<file path="config.mk">
export PLATFORM = sky130hd
export DESIGN_NAME = gap_buffer_line_editor_flat
export DESIGN_NICKNAME = d
export VERILOG_FILES = /design/src/rtl/core/gble_pkg.sv /design/src/rtl/core/gble_if.sv /design/src/rtl/core/gble_cell.sv /design/src/rtl/core/gap_buffer_line_editor.sv /design/src/flat_wrapper.sv
export SDC_FILE = /design/constraint.sdc
export NUM_CORES = 2
export LEC_CHECK = 0
export BUFFER_PORTS_ARGS = -buffer_cell sky130_fd_sc_hd__buf_2
export CORE_MARGIN = 10
export CORE_UTILIZATION = 50
export CTS_CLUSTER_DIAMETER = 100
export DETAILED_ROUTE_END_ITERATION = 8
export HOLD_SLACK_MARGIN = 0.15
export PLACE_DENSITY_LB_ADDON = 0.15
export REMOVE_ABC_BUFFERS = 1
export SKIP_CTS_REPAIR_TIMING = 1
export SYNTH_ARGS = -nofsm -noshare
export SYNTH_HDL_FRONTEND = slang
export SYNTH_HIERARCHICAL = 1
export SYNTH_SLANG_ARGS = --single-unit
export TNS_END_PERCENT = 50
</file>
<file path="constraint.sdc">
create_clock -name clk_i -period 12.9 [get_ports clk_i]
set_input_delay 0.645 -clock clk_i [delete_from_list [all_inputs] [get_ports clk_i]]
set_output_delay 0.645 -clock clk_i [all_outputs]
set_load 0.01 [all_outputs]
</file>
<file path="src/rtl/core/gble_pkg.sv">
// Package for the gap buffer line editor: opcodes, cell control and sizing constants.
`timescale 1ns / 1ps
`default_nettype none
package gble_pkg;

  localparam int unsigned CAPACITY_DEF = 64;
  localparam int unsigned CAPACITY_MAX = 64;
  localparam int unsigned POS_W        = $clog2(CAPACITY_MAX + 1);

  typedef enum logic [2:0] {
    OP_LEFT  = 3'd0,
    OP_RIGHT = 3'd1,
    OP_DEL   = 3'd2,
    OP_INS   = 3'd3,
    OP_SHOW  = 3'd4
  } op_e;

  typedef enum logic [1:0] {
    CM_HOLD,
    CM_SHR,
    CM_SHL
  } cell_mode_e;

  // SHR: cell lo takes chr, cells above lo take the left neighbour.
  // SHL: cells in [lo, hi) take the right neighbour, cell hi takes wrap.
  typedef struct packed {
    cell_mode_e       mode;
    logic [POS_W-1:0] lo;
    logic [POS_W-1:0] hi;
    logic [7:0]       chr;
  } cell_ctl_t;

endpackage
`default_nettype wire

</file>
<file path="src/rtl/core/gble_if.sv">
// Valid/ready channel interfaces for editor commands and show results.
`timescale 1ns / 1ps
`default_nettype none
interface gble_cmd_if;
  logic       valid;
  logic       ready;
  logic [2:0] opcode;
  logic [7:0] char_in;

  modport source (output valid, output opcode, output char_in, input ready);
  modport sink   (input valid, input opcode, input char_in, output ready);
endinterface

interface gble_res_if;
  logic       valid;
  logic       ready;
  logic [7:0] char_out;
  logic       last_char;
  logic       buffer_empty;
  logic       overflow_seen;

  modport source (output valid, output char_out, output last_char, output buffer_empty,
                  output overflow_seen, input ready);
  modport sink   (input valid, input char_out, input last_char, input buffer_empty,
                  input overflow_seen, output ready);
endinterface
`default_nettype wire

</file>
<file path="src/rtl/core/gble_cell.sv">
// One character cell of the text chain; shifts towards either neighbour on command.
`timescale 1ns / 1ps
`default_nettype none
module gble_cell #(
  parameter int unsigned IDX = 0
) (
  input  wire logic                clk_i,
  input  wire gble_pkg::cell_ctl_t ctl_i,
  input  wire logic [7:0]          left_i,
  input  wire logic [7:0]          right_i,
  input  wire logic [7:0]          wrap_i,
  output logic [7:0]               data_o
);
  import gble_pkg::*;

  localparam logic [POS_W-1:0] MyPos = POS_W'(IDX);

  logic [7:0] data_q;
  logic [7:0] data_d;

  always_comb begin
    data_d = data_q;
    unique case (ctl_i.mode)
      CM_SHR: begin
        if (MyPos == ctl_i.lo) begin
          data_d = ctl_i.chr;
        end else if (MyPos > ctl_i.lo) begin
          data_d = left_i;
        end
      end
      CM_SHL: begin
        if (MyPos == ctl_i.hi) begin
          data_d = wrap_i;
        end else if (MyPos >= ctl_i.lo && MyPos < ctl_i.hi) begin
          data_d = right_i;
        end
      end
      default: data_d = data_q;
    endcase
  end

  always_ff @(posedge clk_i) begin
    data_q <= data_d;
  end

  assign data_o = data_q;

endmodule
`default_nettype wire

</file>
<file path="src/rtl/core/gap_buffer_line_editor.sv">
// Top level of the gap buffer line editor: command decode, show sequencer and cell chain.
// Edits (left, right, delete, insert): a command is taken every cycle while no show is running.
// Show: the state register enters show, then results are registered one per cycle
// while the sink is ready; the next command is taken once the last result is loaded.
// The text length sets the result count, max(total, 1), as the chain rotates one cell per result.
// Reset clears length counters, overflow flag and handshake state; cell contents are not reset.
`timescale 1ns / 1ps
`default_nettype none
module gap_buffer_line_editor #(
  parameter int unsigned CAPACITY = gble_pkg::CAPACITY_DEF
) (
  input  wire logic   clk_i,
  input  wire logic   rst_ni,
  gble_cmd_if.sink    cmd_i,
  gble_res_if.source  res_o
);
  import gble_pkg::*;

  localparam logic [POS_W-1:0] Cap = POS_W'(CAPACITY);

  typedef enum logic {
    ST_IDLE,
    ST_SHOW
  } state_e;

  state_e           state_q, state_d;
  logic [POS_W-1:0] left_q, left_d;
  logic [POS_W-1:0] total_q, total_d;
  logic [POS_W-1:0] cnt_q, cnt_d;
  logic             ovf_q, ovf_d;
  logic             res_valid_q, res_valid_d;
  logic [7:0]       res_char_q, res_char_d;
  logic             res_last_q, res_last_d;
  logic             res_empty_q, res_empty_d;
  logic             res_ovf_q, res_ovf_d;

  cell_ctl_t        ctl;
  logic [7:0]       cell_data [CAPACITY];
  logic             accept;
  logic             fire;
  logic             last;

  assign cmd_i.ready = (state_q == ST_IDLE);
  assign accept      = cmd_i.valid && cmd_i.ready;
  assign fire        = !res_valid_q || res_o.ready;
  assign last        = (cnt_q == total_q - POS_W'(1));

  always_comb begin
    state_d     = state_q;
    left_d      = left_q;
    total_d     = total_q;
    cnt_d       = cnt_q;
    ovf_d       = ovf_q;
    res_valid_d = res_valid_q && !res_o.ready;
    res_char_d  = res_char_q;
    res_last_d  = res_last_q;
    res_empty_d = res_empty_q;
    res_ovf_d   = res_ovf_q;
    ctl.mode    = CM_HOLD;
    ctl.lo      = '0;
    ctl.hi      = '0;
    ctl.chr     = cmd_i.char_in;

    unique case (state_q)
      ST_IDLE: begin
        if (accept) begin
          unique case (op_e'(cmd_i.opcode))
            OP_LEFT: begin
              if (left_q != '0) begin
                left_d = left_q - POS_W'(1);
              end
            end
            OP_RIGHT: begin
              if (left_q < total_q) begin
                left_d = left_q + POS_W'(1);
              end
            end
            OP_DEL: begin
              if (left_q != '0) begin
                ctl.mode = CM_SHL;
                ctl.lo   = left_q - POS_W'(1);
                ctl.hi   = Cap;
                left_d   = left_q - POS_W'(1);
                total_d  = total_q - POS_W'(1);
              end
            end
            OP_INS: begin
              if (total_q < Cap) begin
                ctl.mode = CM_SHR;
                ctl.lo   = left_q;
                left_d   = left_q + POS_W'(1);
                total_d  = total_q + POS_W'(1);
              end else begin
                ovf_d = 1'b1;
              end
            end
            OP_SHOW: begin
              state_d = ST_SHOW;
              cnt_d   = '0;
            end
            default: ;
          endcase
        end
      end
      ST_SHOW: begin
        if (fire) begin
          res_valid_d = 1'b1;
          res_ovf_d   = ovf_q;
          if (total_q == '0) begin
            res_char_d  = '0;
            res_last_d  = 1'b1;
            res_empty_d = 1'b1;
            state_d     = ST_IDLE;
          end else begin
            // rotate the text one place so the next character reaches cell 0
            res_char_d  = cell_data[0];
            res_last_d  = last;
            res_empty_d = 1'b0;
            ctl.mode    = CM_SHL;
            ctl.lo      = '0;
            ctl.hi      = total_q - POS_W'(1);
            cnt_d       = cnt_q + POS_W'(1);
            if (last) begin
              state_d = ST_IDLE;
            end
          end
        end
      end
      default: state_d = ST_IDLE;
    endcase
  end

  always_ff @(posedge clk_i or negedge rst_ni) begin
    if (!rst_ni) begin
      state_q     <= ST_IDLE;
      left_q      <= '0;
      total_q     <= '0;
      cnt_q       <= '0;
      ovf_q       <= 1'b0;
      res_valid_q <= 1'b0;
      res_char_q  <= '0;
      res_last_q  <= 1'b0;
      res_empty_q <= 1'b0;
      res_ovf_q   <= 1'b0;
    end else begin
      state_q     <= state_d;
      left_q      <= left_d;
      total_q     <= total_d;
      cnt_q       <= cnt_d;
      ovf_q       <= ovf_d;
      res_valid_q <= res_valid_d;
      res_char_q  <= res_char_d;
      res_last_q  <= res_last_d;
      res_empty_q <= res_empty_d;
      res_ovf_q   <= res_ovf_d;
    end
  end

  for (genvar g = 0; g < CAPACITY; g++) begin : g_cell
    logic [7:0] left_nb;
    logic [7:0] right_nb;
    if (g == 0) begin : g_first
      assign left_nb = '0;
    end else begin : g_inner_l
      assign left_nb = cell_data[g-1];
    end
    if (g == CAPACITY - 1) begin : g_last
      assign right_nb = '0;
    end else begin : g_inner_r
      assign right_nb = cell_data[g+1];
    end
    gble_cell #(
      .IDX (g)
    ) u_cell (
      .clk_i   (clk_i),
      .ctl_i   (ctl),
      .left_i  (left_nb),
      .right_i (right_nb),
      .wrap_i  (cell_data[0]),
      .data_o  (cell_data[g])
    );
  end

  assign res_o.valid         = res_valid_q;
  assign res_o.char_out      = res_char_q;
  assign res_o.last_char     = res_last_q;
  assign res_o.buffer_empty  = res_empty_q;
  assign res_o.overflow_seen = res_ovf_q;

`ifndef SYNTHESIS
  a_cursor_in_text: assert property (@(posedge clk_i) disable iff (!rst_ni)
    left_q <= total_q) else $error("cursor beyond end of text");

  a_total_bounded: assert property (@(posedge clk_i) disable iff (!rst_ni)
    total_q <= Cap) else $error("text length exceeds capacity");

  a_ovf_sticky: assert property (@(posedge clk_i) disable iff (!rst_ni)
    ovf_q |=> ovf_q) else $error("overflow flag cleared");

  a_empty_is_last: assert property (@(posedge clk_i) disable iff (!rst_ni)
    res_valid_q && res_empty_q |-> res_last_q) else $error("empty result not marked last");

  a_insert_grows: assert property (@(posedge clk_i) disable iff (!rst_ni)
    accept && cmd_i.opcode == OP_INS && total_q < Cap |=> total_q == $past(total_q) + POS_W'(1))
    else $error("insert did not grow text");
`endif

endmodule
`default_nettype wire

</file>
<file path="src/flat_wrapper.sv">
// flat-port wrapper written by rule: the top's interface ports become plain ports
module gap_buffer_line_editor_flat import gble_pkg::*;
#(
  parameter int unsigned CAPACITY = gble_pkg::CAPACITY_DEF
)
  (clk_i, rst_ni, cmd_i_valid, cmd_i_opcode, cmd_i_char_in, cmd_i_ready, res_o_valid, res_o_char_out, res_o_last_char, res_o_buffer_empty, res_o_overflow_seen, res_o_ready);
  gble_cmd_if cmd_i_i ();
  gble_res_if res_o_i ();
  input  wire logic clk_i;
  input  wire logic rst_ni;
  input wire logic [$bits(cmd_i_i.valid)-1:0] cmd_i_valid;
  input wire logic [$bits(cmd_i_i.opcode)-1:0] cmd_i_opcode;
  input wire logic [$bits(cmd_i_i.char_in)-1:0] cmd_i_char_in;
  output wire logic [$bits(cmd_i_i.ready)-1:0] cmd_i_ready;
  output wire logic [$bits(res_o_i.valid)-1:0] res_o_valid;
  output wire logic [$bits(res_o_i.char_out)-1:0] res_o_char_out;
  output wire logic [$bits(res_o_i.last_char)-1:0] res_o_last_char;
  output wire logic [$bits(res_o_i.buffer_empty)-1:0] res_o_buffer_empty;
  output wire logic [$bits(res_o_i.overflow_seen)-1:0] res_o_overflow_seen;
  input wire logic [$bits(res_o_i.ready)-1:0] res_o_ready;
  assign cmd_i_i.valid = cmd_i_valid;
  assign cmd_i_i.opcode = cmd_i_opcode;
  assign cmd_i_i.char_in = cmd_i_char_in;
  assign cmd_i_ready = cmd_i_i.ready;
  assign res_o_valid = res_o_i.valid;
  assign res_o_char_out = res_o_i.char_out;
  assign res_o_last_char = res_o_i.last_char;
  assign res_o_buffer_empty = res_o_i.buffer_empty;
  assign res_o_overflow_seen = res_o_i.overflow_seen;
  assign res_o_i.ready = res_o_ready;
  gap_buffer_line_editor #(.CAPACITY(CAPACITY)) u_core (.clk_i(clk_i), .rst_ni(rst_ni), .cmd_i(cmd_i_i), .res_o(res_o_i));
endmodule
</file>
==> impl_metrics.env <==
export IMPL_path_clk_slew_ns=0.06
export IMPL_finalHoldViolCount=0
export IMPL_ys_async_sr_fraction_pct=6.40
export IMPL_critPathKind="reg -> reg"
export IMPL_clock_insertion_delay_worst_skew_ns=0.62
export IMPL_port_buffer_count=27
export IMPL_crit_family="simple AND/OR/NAND/NOR gates"
export IMPL_fin_worst_hold_slack_ns=0.118
export IMPL_track_usage_pct=23.8
export IMPL_r2r_start="u_core/total_q[0]"
export IMPL_netlist_area_um2=40300
export IMPL_finalSetupTns_ns=0
export IMPL_intPower_mw=5.14
export IMPL_cp_max_fo=53
export IMPL_synthMostInstantiatedCell="mux2i_1"
export IMPL_crit_path_end_kind="flip-flop"
export IMPL_synth_area_leaders="edfxtp_1 38%, mux2i_1 27%, a21oi_1 3.4%"
export IMPL_worst_hold_path_type="in -> async"
export IMPL_clock_path_buffers=3
export IMPL_critPathLaunch="u_core/total_q[0]"
export IMPL_viasPerCell=6.48
export IMPL_postSynthAreaPerCell_um2=11.1
export IMPL_final_cell_count_no_fill=4753
export IMPL_slew_headroom_pct=12.0
export IMPL_dieArea_um2=92500
export IMPL_arrival_ns=5.92
export IMPL_htree_num_levels=3
export IMPL_irDropWorstVdd_mv=0.261
export IMPL_startpoint_type="flip-flop"
export IMPL_cts_sinks=547
export IMPL_drc=0
export IMPL_grt_max_degree=141
export IMPL_antenna_found_initial=0
export IMPL_ios=28
export IMPL_fillers=7073
export IMPL_ys_seq_area_share_pct=40.3
export IMPL_max_freq_mhz=175
export IMPL_design_core_area_um2=80300
export IMPL_cp_depth=11
export IMPL_maxCapViolations=0
export IMPL_synth_commonest_cells="1069 x mux2i_1, 512 x edfxtp_1, 345 x nand2_1"
export IMPL_p_leak_nw=19.2
export IMPL_drt_wl_total_um=115000
export IMPL_synth_top_area_share_pct=38.1
export IMPL_syn_to_final_growth_pct=7.87
export IMPL_synth_top_cell_by_area="edfxtp_1"
export IMPL_p_seq_share_pct=34.9
export IMPL_drt_iter0_drc=2793
export IMPL_row_count=104
export IMPL_synth_cell_types=124
export IMPL_power_switching_mw=3.57
export IMPL_ys_flop_type="edfxtp_1"
export IMPL_comb_power_share_pct=43.3
export IMPL_tritoncts="built"
export IMPL_grt_pass1_wl_um=182000
export IMPL_die_h_um=304
export IMPL_fp_dieW_um=304
export IMPL_period_needed_ns=5.70
export IMPL_via_count=30822
export IMPL_drv_slew=0
export IMPL_crit_chain="inv_1, ha_1, nand3_1, nand2_1, nor2_4, buf_4, buf_4, nand4_1, nor4_2, inv_1, o21ai_0"
export IMPL_pwr_share_clk_pct=21.8
export IMPL_yosys_register_bits=547
export IMPL_diodes=0
export IMPL_wl_per_cell_um=24.3
export IMPL_pwr_density_cell_nw_per_um2=200
export IMPL_rr_worst_depth=11
export IMPL_critical_path_max_stage_delay_ns=0.91
export IMPL_cp_num_buf_inv=4
export IMPL_clock_skew_final_ns=0.0258
export IMPL_cts_root_buf="clkbuf_16"
export IMPL_synth_edff_count=512
export IMPL_ant_nets=0
export IMPL_report_final_setup_viol=0
export IMPL_nNetsFinal=3666
export IMPL_p_sw_share_pct=41.0
export IMPL_rsz0062_at_grt="false"
export IMPL_tightest_slew_ns=1.31
export IMPL_gp_routability_congestion=0.815
export IMPL_status="finished clean"
export IMPL_start_util_pct=50.3
export IMPL_drive_above_1_share_pct=11.0
export IMPL_overflow=0
export IMPL_cts_buffers=68
export IMPL_setup_ws_ns=7.20
export IMPL_syn_inst=3649
export IMPL_yosysWarnings=6
export IMPL_min_period_over_period_pct=44.2
export IMPL_place_inst=4628
export IMPL_dpl_worst_slack_ns=7.19
export IMPL_crit_slowest_cell="nor4_2"
export IMPL_dp_hpwl_um=72100
export IMPL_first_pass_iters=6
export IMPL_grt_pass1_vias=30793
export IMPL_crit_required_ns=13.12
[layout make-up]
class	instances	area (um2)	share of cell area (%)
tap	1060	1330	3.05
multi-input combinational	2891	23000	52.8
sequential	547	16300	37.3
clock inverter	37	328	0.753
inverter	45	169	0.388
timing repair buffer	85	628	1.44
clock buffer	88	1840	4.23
[cells in the final DEF, fill, tap and decap left out, types with 19 or more instances in the layout]
cell	n
mux2i_1	1069
edfxtp_1	512
nand2_1	345
a21oi_1	276
a22oi_1	181
nor2_1	86
o21ai_0	85
nand2b_1	72
clkbuf_16	71
buf_4	63
nand3_1	57
inv_1	43
nor2b_1	38
nand4_1	37
dfrtp_1	35
nor3_1	31
a22oi_2	27
nand3b_1	25
nand4b_1	21
clkinv_1	19
buf_2	19
and4_1	19
[final timing paths]
path,end,slack [ns]
worst max-delay path,u_core/g_cell[46].u_cell/data_o[2],7.20
worst min-delay path,u_core/total_q[5],0.12
worst min register to register,u_core/res_o.char_out[7],0.46
worst max register to register,u_core/g_cell[46].u_cell/data_o[2],7.20
min in group clk_i,u_core/ovf_q,0.34
max in group asynchronous,u_core/res_o.char_out[1],12.25
[sequential cells by signal, indices dropped and copies added, names as in the netlist]
signal / cells
u_core/cnt_q: 7
u_core/g_cell.u_cell/data_o: 512
u_core/left_q: 7
u_core/ovf_q: 1
u_core/res_o.buffer_empty: 1
u_core/res_o.char_out: 8
u_core/res_o.last_char: 1
u_core/res_o.overflow_seen: 1
u_core/res_o.valid: 1
u_core/state_q: 1
u_core/total_q: 7
[stage by stage]
stage	cell area (um2)	util [%]	power, mW
floorplan	39200	-	5.75
global placement	41400	51.5	6.70
detailed placement	41400	51.5	6.77
CTS	43500	54.2	8.70
global route	43500	54.2	9.20
finish	43500	54.2	8.71
[cells by family after synthesis]
kind of cell               share of synthesized area (%)
AOI/OAI and AO/OA                                   12.5
xor gates and xnor gates                           0.695
adders and majority gates                          0.403
buffers and inverters                               3.30
DFF                                                 40.3
muxes                                               26.5
other                                            0.00929
and+or+nand+nor                                     16.3
[power groups by stage]
stage / clock (mW) / combinational (mW) / sequential, mW
finish: 1.90 / 3.77 / 3.04
global route: 2.00 / 4.11 / 3.09
CTS: 1.94 / 3.72 / 3.03
floorplan: 0 / 2.67 / 3.08
detailed placement: 0 / 3.71 / 3.07
global placement: 0 / 3.64 / 3.06
[layer usage]
layer	up-vias	wire, um	GRT usage [%]
li1	14295	-	-
met1	15310	52600	33.0
met2	1046	54000	39.1
met3	171	6300	2.86
met4	0	2530	6.06
met5	-	0	0
(Power assumes the default switching activity.)
